$ cat config.mk
export PLATFORM = sky130hd
export DESIGN_NAME = keyboard_scancode_key_state_tracker
export DESIGN_NICKNAME = d
export VERILOG_FILES = /design/src/design/kst_pkg.sv /design/src/design/kst_decode.sv /design/src/design/kst_key_ram.sv /design/src/design/keyboard_scancode_key_state_tracker.sv
export SDC_FILE = /design/constraint.sdc
export NUM_CORES = 1
export LEC_CHECK = 0
export BUFFER_PORTS_ARGS = -buffer_cell sky130_fd_sc_hd__buf_2
export CAP_MARGIN = 20
export CORE_UTILIZATION = 35
export DETAILED_ROUTE_END_ITERATION = 10
export SLEW_MARGIN = 40
export SYNTH_ARGS = -nofsm -noshare
export SYNTH_HDL_FRONTEND = slang
export SYNTH_SLANG_ARGS = --single-unit
$ cat constraint.sdc
create_clock -name clk_i -period 7.85 [get_ports clk_i]
set_input_delay 0.785 -clock clk_i [delete_from_list [all_inputs] [get_ports clk_i]]
set_output_delay 0.785 -clock clk_i [all_outputs]
set_load 0.03 [all_outputs]
$ cat src/design/kst_pkg.sv
// kst_pkg: shared types, codes and the arrow key table for the key state tracker
// depends on nothing; used by kst_decode and the tracker top by scoped names
`default_nettype none

package kst_pkg;

  // input item modes
  localparam logic [1:0] MODE_SCAN  = 2'd0;
  localparam logic [1:0] MODE_QUERY = 2'd1;
  localparam logic [1:0] MODE_ARROW = 2'd2;

  // reported key status
  localparam logic [1:0] STATUS_UP       = 2'd0;
  localparam logic [1:0] STATUS_DOWN     = 2'd1;
  localparam logic [1:0] STATUS_PRESSED  = 2'd2;
  localparam logic [1:0] STATUS_RELEASED = 2'd3;

  // scan byte prefixes and fields
  localparam logic [7:0] BYTE_EXT   = 8'hE0;
  localparam logic [7:0] BYTE_SKIP1 = 8'hE1;
  localparam logic [7:0] BYTE_SKIP2 = 8'hE2;

  // extended table codes of the arrows
  localparam logic [6:0] CODE_RIGHT = 7'd77;
  localparam logic [6:0] CODE_UP    = 7'd72;
  localparam logic [6:0] CODE_LEFT  = 7'd75;
  localparam logic [6:0] CODE_DOWN  = 7'd80;

  localparam logic [1:0] DIR_RIGHT = 2'd0;
  localparam logic [1:0] DIR_UP    = 2'd1;
  localparam logic [1:0] DIR_LEFT  = 2'd2;
  localparam logic [1:0] DIR_DOWN  = 2'd3;

  typedef enum logic [1:0] {
    OP_NONE,
    OP_UPDATE,
    OP_QUERY,
    OP_REPORT_UP
  } kst_op_e;

  // decoded request handed to the table stage
  typedef struct packed {
    kst_op_e    op;
    logic       ext;
    logic [6:0] code;
    logic       level;
  } kst_req_t;

  function automatic logic [6:0] arrow_code(input logic [1:0] dir);
    logic [6:0] c;
    c = CODE_RIGHT;
    unique case (dir)
      DIR_RIGHT: c = CODE_RIGHT;
      DIR_UP:    c = CODE_UP;
      DIR_LEFT:  c = CODE_LEFT;
      DIR_DOWN:  c = CODE_DOWN;
      default:   c = CODE_RIGHT;
    endcase
    return c;
  endfunction

endpackage

`default_nettype wire

$ cat src/design/kst_decode.sv
// kst_decode: prefix tracking and decoding of one input item into a table request
// depends on kst_pkg
`default_nettype none

module kst_decode #(
  parameter int KEY_SLOTS = 96
) (
  input  wire logic              clk_i,
  input  wire logic              rst_ni,
  input  wire logic              accept_i,
  input  wire logic [1:0]        mode_i,
  input  wire logic [7:0]        scan_byte_i,
  input  wire logic [7:0]        key_index_i,
  input  wire logic [2:0]        direction_i,
  output kst_pkg::kst_req_t      req_o
);

  typedef enum logic [1:0] {
    PFX_NONE,
    PFX_EXT,
    PFX_SKIP
  } prefix_e;

  localparam logic [8:0] Slots = 9'(KEY_SLOTS);

  prefix_e prefix_q, prefix_d;
  logic [6:0] arrow;
  logic       scan_in_range;

  assign arrow         = kst_pkg::arrow_code(direction_i[1:0]);
  assign scan_in_range = {2'b00, scan_byte_i[6:0]} < Slots;

  always_comb begin
    prefix_d    = prefix_q;
    req_o.op    = kst_pkg::OP_NONE;
    req_o.ext   = 1'b0;
    req_o.code  = '0;
    req_o.level = ~scan_byte_i[7];
    case (mode_i)
      kst_pkg::MODE_SCAN: begin
        prefix_d = PFX_NONE;
        if (prefix_q == PFX_EXT) begin
          // byte after e0 goes to the extended table when its code is in range
          if (scan_in_range) begin
            req_o.op   = kst_pkg::OP_UPDATE;
            req_o.ext  = 1'b1;
            req_o.code = scan_byte_i[6:0];
          end
        end else if (prefix_q == PFX_SKIP) begin
          prefix_d = PFX_NONE;
        end else if (scan_byte_i == kst_pkg::BYTE_EXT) begin
          prefix_d = PFX_EXT;
        end else if (scan_byte_i == kst_pkg::BYTE_SKIP1 ||
                     scan_byte_i == kst_pkg::BYTE_SKIP2) begin
          prefix_d = PFX_SKIP;
        end else if (scan_in_range) begin
          req_o.op   = kst_pkg::OP_UPDATE;
          req_o.code = scan_byte_i[6:0];
        end
      end
      kst_pkg::MODE_QUERY: begin
        if ({1'b0, key_index_i} < Slots) begin
          req_o.op   = kst_pkg::OP_QUERY;
          req_o.code = key_index_i[6:0];
        end else begin
          req_o.op = kst_pkg::OP_REPORT_UP;
        end
      end
      kst_pkg::MODE_ARROW: begin
        if (!direction_i[2] && ({2'b00, arrow} < Slots)) begin
          req_o.op   = kst_pkg::OP_QUERY;
          req_o.ext  = 1'b1;
          req_o.code = arrow;
        end else begin
          req_o.op = kst_pkg::OP_REPORT_UP;
        end
      end
      default: begin
        req_o.op = kst_pkg::OP_NONE;
      end
    endcase
  end

  always_ff @(posedge clk_i or negedge rst_ni) begin
    if (!rst_ni) begin
      prefix_q <= PFX_NONE;
    end else if (accept_i) begin
      prefix_q <= prefix_d;
    end
  end

endmodule

`default_nettype wire

$ cat src/design/kst_key_ram.sv
// kst_key_ram: key table memory, one entry of down and read bits per key
// registered read, per-entry valid bits so unwritten entries read as zero
`default_nettype none

module kst_key_ram #(
  parameter int Depth = 192,
  parameter int AddrW = 8
) (
  input  wire logic             clk_i,
  input  wire logic             rst_ni,
  input  wire logic             rd_en_i,
  input  wire logic [AddrW-1:0] rd_addr_i,
  input  wire logic             we_i,
  input  wire logic [AddrW-1:0] wr_addr_i,
  input  wire logic [1:0]       wr_data_i,
  output logic      [1:0]       rd_data_o
);

  logic [1:0]       mem [Depth];
  logic [Depth-1:0] valid_q;
  logic [1:0]       rd_q;
  logic             rd_valid_q;

  always_ff @(posedge clk_i) begin
    if (we_i) begin
      mem[wr_addr_i] <= wr_data_i;
    end
    if (rd_en_i) begin
      rd_q <= mem[rd_addr_i];
    end
  end

  always_ff @(posedge clk_i or negedge rst_ni) begin
    if (!rst_ni) begin
      valid_q    <= '0;
      rd_valid_q <= 1'b0;
    end else begin
      if (we_i) begin
        valid_q[wr_addr_i] <= 1'b1;
      end
      if (rd_en_i) begin
        rd_valid_q <= valid_q[rd_addr_i];
      end
    end
  end

  assign rd_data_o = rd_valid_q ? rd_q : 2'b00;

endmodule

`default_nettype wire

$ cat src/design/keyboard_scancode_key_state_tracker.sv
// keyboard_scancode_key_state_tracker: set-1 scan byte decoder and key state table
// a query's status passes the table stage, which reads the key ram, then the output register
// one item per cycle unless the output stalls, set by the single read-modify-write pass
// reset: prefix cleared, all keys up and unread at once through per-entry valid bits
// depends on kst_pkg, kst_decode and kst_key_ram
`default_nettype none

module keyboard_scancode_key_state_tracker #(
  parameter int KEY_SLOTS = 96
) (
  input  wire logic       clk_i,
  input  wire logic       rst_ni,
  input  wire logic       in_valid_i,
  output logic            in_ready_o,
  input  wire logic [1:0] mode_i,
  input  wire logic [7:0] scan_byte_i,
  input  wire logic [7:0] key_index_i,
  input  wire logic [2:0] direction_i,
  output logic            out_valid_o,
  input  wire logic       out_ready_i,
  output logic [1:0]      key_status_o
);

  // normal table in the low half of the ram, extended table above it
  localparam int Depth = 2 * KEY_SLOTS;
  localparam int AddrW = $clog2(Depth);

  kst_pkg::kst_req_t req;
  logic              accept;
  logic [AddrW-1:0]  rd_addr;

  // table stage: holds the item whose ram read is in flight
  logic              s1_valid_q, s1_valid_d;
  kst_pkg::kst_op_e  s1_op_q;
  logic              s1_level_q;
  logic [AddrW-1:0]  s1_addr_q;
  logic              s1_has_out;
  logic              s1_adv;

  // last write, covers a read taken at the same edge as the write
  logic              fwd_valid_q;
  logic [AddrW-1:0]  fwd_addr_q;
  logic [1:0]        fwd_data_q;

  logic [1:0]        ram_rd;
  logic [1:0]        cur;       // [1] down, [0] read flag
  logic [1:0]        new_entry;
  logic [1:0]        status;
  logic              ram_we;

  // output register
  logic              out_valid_q, out_valid_d;
  logic [1:0]        key_status_q, key_status_d;

  assign accept = in_valid_i && in_ready_o;

  kst_decode #(
    .KEY_SLOTS (KEY_SLOTS)
  ) u_decode (
    .clk_i       (clk_i),
    .rst_ni      (rst_ni),
    .accept_i    (accept),
    .mode_i      (mode_i),
    .scan_byte_i (scan_byte_i),
    .key_index_i (key_index_i),
    .direction_i (direction_i),
    .req_o       (req)
  );

  // code is zero unless in range, so the address always lands inside the ram
  assign rd_addr = req.ext ? (AddrW'(req.code) + AddrW'(KEY_SLOTS)) : AddrW'(req.code);

  kst_key_ram #(
    .Depth (Depth),
    .AddrW (AddrW)
  ) u_ram (
    .clk_i     (clk_i),
    .rst_ni    (rst_ni),
    .rd_en_i   (accept),
    .rd_addr_i (rd_addr),
    .we_i      (ram_we),
    .wr_addr_i (s1_addr_q),
    .wr_data_i (new_entry),
    .rd_data_o (ram_rd)
  );

  // queries need the output slot, table updates never wait for it
  assign s1_has_out = (s1_op_q == kst_pkg::OP_QUERY) || (s1_op_q == kst_pkg::OP_REPORT_UP);
  assign s1_adv     = !s1_has_out || !out_valid_q || out_ready_i;
  assign in_ready_o = !s1_valid_q || s1_adv;

  assign cur = (fwd_valid_q && (fwd_addr_q == s1_addr_q)) ? fwd_data_q : ram_rd;

  always_comb begin
    new_entry = cur;
    status    = kst_pkg::STATUS_UP;
    unique case (s1_op_q)
      kst_pkg::OP_UPDATE: begin
        // a change of level marks the key unread
        if (cur[1] != s1_level_q) begin
          new_entry = {s1_level_q, 1'b0};
        end
      end
      kst_pkg::OP_QUERY: begin
        if (cur[1]) begin
          status = cur[0] ? kst_pkg::STATUS_DOWN : kst_pkg::STATUS_PRESSED;
        end else begin
          status = cur[0] ? kst_pkg::STATUS_UP : kst_pkg::STATUS_RELEASED;
        end
        new_entry = {cur[1], 1'b1};
      end
      kst_pkg::OP_REPORT_UP: begin
        status = kst_pkg::STATUS_UP;
      end
      default: begin
        new_entry = cur;
      end
    endcase
  end

  assign ram_we = s1_valid_q && s1_adv &&
                  ((s1_op_q == kst_pkg::OP_UPDATE) || (s1_op_q == kst_pkg::OP_QUERY));

  always_comb begin
    s1_valid_d = s1_valid_q;
    if (accept) begin
      s1_valid_d = 1'b1;
    end else if (s1_adv) begin
      s1_valid_d = 1'b0;
    end
  end

  always_comb begin
    out_valid_d  = out_valid_q;
    key_status_d = key_status_q;
    if (s1_valid_q && s1_has_out && s1_adv) begin
      out_valid_d  = 1'b1;
      key_status_d = status;
    end else if (out_ready_i) begin
      out_valid_d = 1'b0;
    end
  end

  always_ff @(posedge clk_i or negedge rst_ni) begin
    if (!rst_ni) begin
      s1_valid_q  <= 1'b0;
      fwd_valid_q <= 1'b0;
      out_valid_q <= 1'b0;
    end else begin
      s1_valid_q  <= s1_valid_d;
      out_valid_q <= out_valid_d;
      if (ram_we) begin
        fwd_valid_q <= 1'b1;
      end
    end
  end

  // payload registers
  always_ff @(posedge clk_i) begin
    if (accept) begin
      s1_op_q    <= req.op;
      s1_level_q <= req.level;
      s1_addr_q  <= rd_addr;
    end
    if (ram_we) begin
      fwd_addr_q <= s1_addr_q;
      fwd_data_q <= new_entry;
    end
    key_status_q <= key_status_d;
  end

  assign out_valid_o  = out_valid_q;
  assign key_status_o = key_status_q;

  // input stalls only when both the table stage and the output slot are full
  a_stall_only_when_full: assert property (@(posedge clk_i) disable iff (!rst_ni)
    !in_ready_o |-> (s1_valid_q && out_valid_q && !out_ready_i))
    else $error("input stalled with room in the pipeline");

  // a query always leaves its key marked read
  a_query_marks_read: assert property (@(posedge clk_i) disable iff (!rst_ni)
    (ram_we && (s1_op_q == kst_pkg::OP_QUERY)) |-> new_entry[0])
    else $error("query did not set the read flag");

  // an update leaves the key at the level of its scan byte
  a_update_level: assert property (@(posedge clk_i) disable iff (!rst_ni)
    (ram_we && (s1_op_q == kst_pkg::OP_UPDATE)) |-> (new_entry[1] == s1_level_q))
    else $error("update wrote the wrong level");

  // the forwarding register follows every write
  a_fwd_tracks_write: assert property (@(posedge clk_i) disable iff (!rst_ni)
    ram_we |=> (fwd_valid_q && (fwd_addr_q == $past(s1_addr_q))
                && (fwd_data_q == $past(new_entry))))
    else $error("forwarding register missed a write");

  // a result is loaded only when the slot is free or being emptied
  a_no_overwrite: assert property (@(posedge clk_i) disable iff (!rst_ni)
    (out_valid_q && !out_ready_i) |=> ($stable(key_status_q) && out_valid_q))
    else $error("pending result overwritten");

endmodule

`default_nettype wire

==> impl_results.md, run 1 <==
* Outcome: finished clean
* Initial core utilization at 0.356
* Final HPWL DP at 48,500 um
* Post-synth EDFFs at 409
* Reg clk slew, reported paths at 60 ps
* Commonest cells in the synthesized netlist: edfxtp_1, nor2_1, nand2_1
* Initial antenna violation count at 0
* Final nets at 2,241
* CTS Sinks at 607
* Core area at 73,300 um^2
* Kind of critical path: in -> reg
* GPL Wtd Cong at 0.894
* Final WL at 81,700 um
* Synth unique cells at 83
* Vias in the first global route at 18,552
* GRT Total Usage at 0.217
* Area contributors post-synth: edfxtp_1, dfrtp_1, or2_2
* Fin worst setup slack at 3100 ps
* Layout cells sized above 1 at 0.182
* Synth area leader: edfxtp_1
* Fin crit share at 0.605
* Max Cap Viol at 0
* Port bufs at 28
* First-pass GRT wire length at 122,000 um
* # setup viols final at 0
* Area of the multi-input gates at 8160 um^2
* CTS tree: done
* Largest net degree at the start of global routing at 194
* Die width at 275 um
* Pleak at 0.0113 uW
* RSZ-0062 raised after global routing: false
* Antenna-violating nets left at 0
* Mapped cell area at 26,100 um^2
* Post-CTS Hold Fix Bufs at 0
* Total power draw at 7660 uW
* Remaining DRCs at 0
* Worst-path fanout max at 65
* I/O pins at 29
* Post-CTS sizing at 0
* Worst Hold Class: in -> async
* Avg Inst Size Synth at 11.8 um^2
* Worst EP arrival at 5080 ps
* Sequential share of the synthesized area at 0.660
* Slew HR at 0.403
* Ys async rst share at 0.326
* Root Driver: clkbuf_16
* Fill cells at 6,893
* Total global routing overflow at 0
* Setup TNS at 0 ps
* Clock tree buffer depth at 3
* Fin. max-slew vios at 0
* Clock skew at 22.0 ps
* Syn Inst Count at 2,218
* Actual slew at the worst max-slew pin at 893 ps
* DIE AREA at 75,700 um^2
* Pre-CTS WS at 2480 ps
* Pwr dens at 259 nW/um^2
* Synthesis-stage register bit count at 607
* DRT iter0 DRCs at 2,221
* FF/Latch Area at 17,200 um^2
* Final instance area at 29,500 um^2
* Syn Nets at 2,251
* Min Tclk post-route at 4750 ps
* Yosys warns at 0
* Clk Latency, worst-skew pair at 620 ps
* Worst Setup End Kind: register
* Layout area overhead at 13.1%
* Die height at 275 um
* Top-count cell post-synth: edfxtp_1
* Cell area after placement at 27,200 um^2
* Wire per inst at 25.4 um
* Htree depth at 3
* Crit path launch type: input pin
* Worst VDD drop at 0.000150 V
* Vias at 18,614
* Row count at 99
* Area share of the largest cell type after synthesis at 0.470
* Peak Freq at 0.211 GHz
* Final hold vios at 0
* Worst Path Required at 8180 ps
* Cts bufs inserted at 66
* Most common flop cell mapped by yosys: edfxtp_1
* Post-CTS setup buffer count at 0
* Diode count at 0
* Number of vias per cell at 5.78
* 1st-pass router iterations at 10
* Worst-case reg-to-reg path depth at 12
-- sequential cells by signal (all words and copies together), names as in the netlist --
name,flops
s1_valid_q,1
s1_op_q,2
fwd_data_q,2
fwd_valid_q,1
out_valid_o,1
s1_level_q,1
u_ram.rd_valid_q,1
u_decode.prefix_q,2
key_status_o,2
u_ram.valid_q,192
u_ram.rd_q,2
fwd_addr_q,8
u_ram.mem,384
s1_addr_q,8
-- where the power goes --
part / leakage [uW] / internal (uW) / switching (uW)
clock: 0.00110 / 1920 / 1290
combinational: 0.00369 / 232 / 553
sequential: 0.00651 / 3600 / 59.9
-- path summary, 6_finish.rpt --
kind | slack [ps] | from | end
worst max-delay path | 3100 | mode_i[0] | u_ram.rd_q[1]$_DFFE_PP_
max in group asynchronous | 6480 | rst_ni | u_ram.valid_q[156]$_DFFE_PN0P_
min in group clk_i | 380 | in_valid_i | s1_valid_q$_DFFE_PN0P_
worst min-delay path | 170 | rst_ni | u_ram.valid_q[10]$_DFFE_PN0P_
worst min register to register | 460 | u_ram.valid_q[5]$_DFFE_PN0P_ | u_ram.valid_q[5]$_DFFE_PN0P_
worst max register to register | 3180 | u_decode.prefix_q[0]$_DFFE_PN0P_ | u_ram.rd_q[1]$_DFFE_PP_
-- stage by stage --
step,std cells,utilization,hold slack [ps]
4_1_cts,3216,0.402,206
5_1_grt,3219,0.403,210
3_3_place_gp,3095,0.371,444
6_report,3219,0.403,167
2_1_floorplan,2218,-,424
3_5_place_dp,3096,0.371,447
-- critical path, stage by stage --
cell and delay, ps:
buf_2 130, inv_1 70, ha_1 250, a21boi_2 230, and3_1 390, nor2_8 520, inv_6 340, buf_12 330
nor2_2 710, o21ai_0 280, o2111ai_1 250, o2111ai_1 160, and4_1 280, a41oi_1 190, mux2i_1 90
-- cell type report --
type	instances	area share
sequential	607	0.583
tap	959	0.0406
timing repair buffer	74	0.0219
multi-input combinational	1442	0.276
inverter	17	0.00237
clock buffer	96	0.0671
clock inverter	24	0.00817
-- per-layer routing --
metal  vias up  part of all wire  track usage
met5         -                 0            0
met4         0             0.039       0.0827
met1      9366              0.41        0.294
li1       8062                 -            -
met2       990              0.45        0.331
met3       196             0.099       0.0587
-- logic make-up after synthesis --
family                     after synthesis  synth area share
buffers and inverters                  169            0.0309
DFF                                    607             0.660
AOI/OAI and AO/OA                      372            0.0989
adders and majority gates                8           0.00383
and+or+nand+nor                       1017             0.189
xor gates and xnor gates                12           0.00403
muxes                                   33            0.0130
-- cells in the final DEF (no fill, tap or decap), types with 12 or more instances in the layout --
| cell | instances |
|---|---|
| buf_4 | 35 |
| a311oi_1 | 12 |
| a211oi_1 | 30 |
| nor3_1 | 86 |
| and3_1 | 20 |
| a21oi_1 | 49 |
| o21ai_0 | 90 |
| clkbuf_1 | 16 |
| nor2_1 | 270 |
| nand4_1 | 13 |
| nand2_1 | 240 |
| or3_1 | 47 |
| edfxtp_1 | 409 |
| inv_1 | 12 |
| a32oi_1 | 16 |
| clkinv_2 | 14 |
| a31oi_1 | 24 |
| or2_2 | 194 |
| clkbuf_16 | 73 |
| buf_2 | 27 |
| dfrtp_1 | 198 |
| o211ai_1 | 38 |
| mux2i_1 | 24 |
| a221oi_1 | 17 |
| nand3_1 | 90 |
No activity file was read; power rests on OpenSTA's default activity.
==> run 2: changes to the inputs <==
==> constraint.sdc (replaced) <==
create_clock -name clk_i -period 4.3 [get_ports clk_i]
set_input_delay 0.43 -clock clk_i [delete_from_list [all_inputs] [get_ports clk_i]]
set_output_delay 0.43 -clock clk_i [all_outputs]
set_load 0.03 [all_outputs]
==> run 2 against run 1 <==
Effect of this change: clock power rose by 67%; first-iteration DRC count is 5.0% higher; sequential cell count is the same; wire length grew 2.6%; combinational power is 95% higher; sequential power up 82%; via count up 1.5%; global-route usage up 0.52 points; count of clock-buffer cells in the layout shrank 15; final cell count increased by 1.5%; non-clock buffer count up 58.
==> impl_results.md, run 2 (same netlist as run 1, synthesis figures left out) <==
* Slew HR at 0.435 (was 0.403)
* Die width at 275 um (unchanged)
* Most frequent cells in the layout: edfxtp_1, nor2_1, nand2_1 (unchanged)
* Outcome: finished clean (unchanged)
* Clock tree buffer depth at 3 (unchanged)
* Worst Setup End Kind: register (unchanged)
* Placed cell count at 3,155 (was 3,096)
* Clk Latency, worst-skew pair at 640 ps (was 620 ps)
* Worst VDD drop at 0.000287 V (was 0.000150 V)
* FF/Latch Area at 17,200 um^2 (unchanged)
* Fin util at 0.407 (was 0.403)
* Root Driver: clkbuf_16 (unchanged)
* Pre-CTS WS at 106 ps (was 2480 ps)
* DIE AREA at 75,700 um^2 (unchanged)
* RSZ-0062 raised after global routing: false (unchanged)
* Peak Freq at 0.253 GHz
* Crit path launch type: register (was input pin)
* Layout cells sized above 1 at 0.201 (was 0.182)
* Area of the multi-input gates at 8190 um^2 (was 8160 um^2)
* CTS Sinks at 607 (unchanged)
* First-pass GRT wire length at 125,000 um (was 122,000 um)
* Core area at 73,300 um^2 (unchanged)
* Worst-path fanout max at 31 (was 65)
* Actual slew at the worst max-slew pin at 846 ps (was 893 ps)
* Setup TNS at 0 ps (unchanged)
* Commonest non-fill, non-tap cell in the layout: edfxtp_1 (unchanged)
* Worst Hold Class: in -> reg (was in -> async)
* Pleak at 0.0115 uW (was 0.0113 uW)
* CP max stage cell: a2111oi_0 (was nor2_2)
* Number of vias per cell at 5.78 (about the same)
* Kind of critical path: reg -> reg (was in -> reg)
* Worst Path Required at 4680 ps (was 8180 ps)
* Initial core utilization at 0.356 (unchanged)
* I/O pins at 29 (unchanged)
* GPL Wtd Cong at 0.927 (was 0.894)
* GRT Total Usage at 0.222 (was 0.217)
* Cts bufs inserted at 61 (was 66)
* Diode count at 0 (unchanged)
* # setup viols final at 0 (unchanged)
* Final WL at 83,800 um (was 81,700 um)
* Fin worst setup slack at 348 ps (was 3100 ps)
* Layout area overhead at 14.4% (was 13.1%)
* Min Tclk post-route at 3950 ps
* Fill cells at 6,833 (was 6,893)
* Largest net degree at the start of global routing at 70 (was 194)
* Initial antenna violation count at 0 (unchanged)
* Post-CTS setup buffer count at 0 (unchanged)
* Htree depth at 2 (was 3)
* Clock skew at 21.7 ps (was 22.0 ps)
* Max reg flops at 384 (unchanged)
* Largest register by flop count: u_ram.mem (unchanged)
* Post-CTS sizing at 0 (unchanged)
* Pwr dens at 454 nW/um^2 (was 259 nW/um^2)
* Max Cap Viol at 0 (unchanged)
* Final nets at 2,294 (was 2,241)
* Vias in the first global route at 18,892 (was 18,552)
* Reg clk slew, reported paths at 60 ps (about the same)
* Die height at 275 um (unchanged)
* Max stage delay on crit path at 670 ps (was 710 ps)
* Worst-path cell chain: nand2b_1, and3_1, or2_4, buf_12, o21ai_0, a22oi_1, a2111oi_0, nor4_1, a41oi_1, mux2i_1 (was buf_2, inv_1, ha_1, a21boi_2, and3_1, nor2_8, inv_6, buf_12, nor2_2, o21ai_0, o2111ai_1, o2111ai_1, and4_1, a41oi_1, mux2i_1)
* Total global routing overflow at 0 (unchanged)
* Antenna-violating nets left at 0 (unchanged)
* Port bufs at 28 (unchanged)
* Largest regs: u_ram.mem (384), u_ram.valid_q (192) (unchanged)
* Fin crit share at 0.919
* CTS tree: done (unchanged)
* Final non-filler cell total at 3,268 (was 3,219)
* 1st-pass router iterations at 5 (was 10)
* Vias at 18,888 (was 18,614)
* Row count at 99 (unchanged)
* Worst EP arrival at 4330 ps (was 5080 ps)
* Final HPWL DP at 53,100 um (was 48,500 um)
* Wire per inst at 25.6 um (was 25.4 um)
* Fin. max-slew vios at 0 (unchanged)
* DRT iter0 DRCs at 2,333 (was 2,221)
* Final hold vios at 0 (unchanged)
* Remaining DRCs at 0 (unchanged)
==> run 2: cell count changes in the layout (fill, tap and decap cells not counted), moves of 3 or more <==
cell	change
clkbuf_1	-4
nor2_1	+3
buf_12	+13
nor2_2	-3
buf_4	+46
clkbuf_16	-12
==> run 2: area by class of cell <==
| type | instances | area share |
|---|---|---|
| multi-input combinational | 1442 | 0.274 |
| tap | 959 | 0.0402 |
| clock inverter | 30 | 0.00997 |
| inverter | 17 | 0.00226 |
| timing repair buffer | 132 | 0.0404 |
| sequential | 607 | 0.577 |
| clock buffer | 81 | 0.0563 |
==> run 2: where the power goes <==
group	switching (uW)	leakage [uW]	total (uW)	internal [uW]
logic	1040	0.00402	1530	492
clock network	2270	0.000982	5350	3090
registers	106	0.00651	6670	6570
==> run 2: per-stage QoR <==
step / total power, uW / hold WS, ps / area [um^2]
5_1_grt: 14000 / 59.9 / 29900
2_1_floorplan: 7610 / 134 / 26100
3_5_place_dp: 8290 / 382 / 27900
3_3_place_gp: 8270 / 444 / 27800
6_report: 13600 / 60.8 / 29900
4_1_cts: 13600 / 45.3 / 29900
==> run 2: routing by layer <==
layer / vias up / wire length [um] / track usage
li1: 8152 / - / -
met1: 9546 / 35000 / 0.303
met2: 997 / 38300 / 0.346
met3: 193 / 7210 / 0.0469
met4: 0 / 3300 / 0.0878
met5: - / 0 / 0
==> run 2: worst paths after layout <==
kind / start / end / slack (ps) / cells after the start
setup / recovery: u_decode.prefix_q[0]$_DFFE_PN0P_ / u_ram.rd_q[1]$_DFFE_PP_ / 350 / 10
hold / removal: scan_byte_i[7] / s1_level_q$_DFFE_PP_ / 60 / 2
setup reg to reg: u_decode.prefix_q[0]$_DFFE_PN0P_ / u_ram.rd_q[1]$_DFFE_PP_ / 350 / 10
hold reg to reg: u_ram.valid_q[9]$_DFFE_PN0P_ / u_ram.valid_q[9]$_DFFE_PN0P_ / 470 / 1
max in group asynchronous: rst_ni / u_ram.valid_q[57]$_DFFE_PN0P_ / 3130 / 3
min in group asynchronous: rst_ni / u_ram.valid_q[8]$_DFFE_PN0P_ / 320 / 2
==> run 2: what timing repair did <==
action	CTS	global route
hold endpoints to repair	41	0
hold buffers	2	0
endpoints found under the setup margin	0	0
==> run 2: worst max-delay path, delay by kind of cell (launching register included) <==
kind            cells  cell delay (ps)
compound gates      4             1560
simple gates        4             1370
flops               1              410
buf+inv             1              240
mux                 1              110
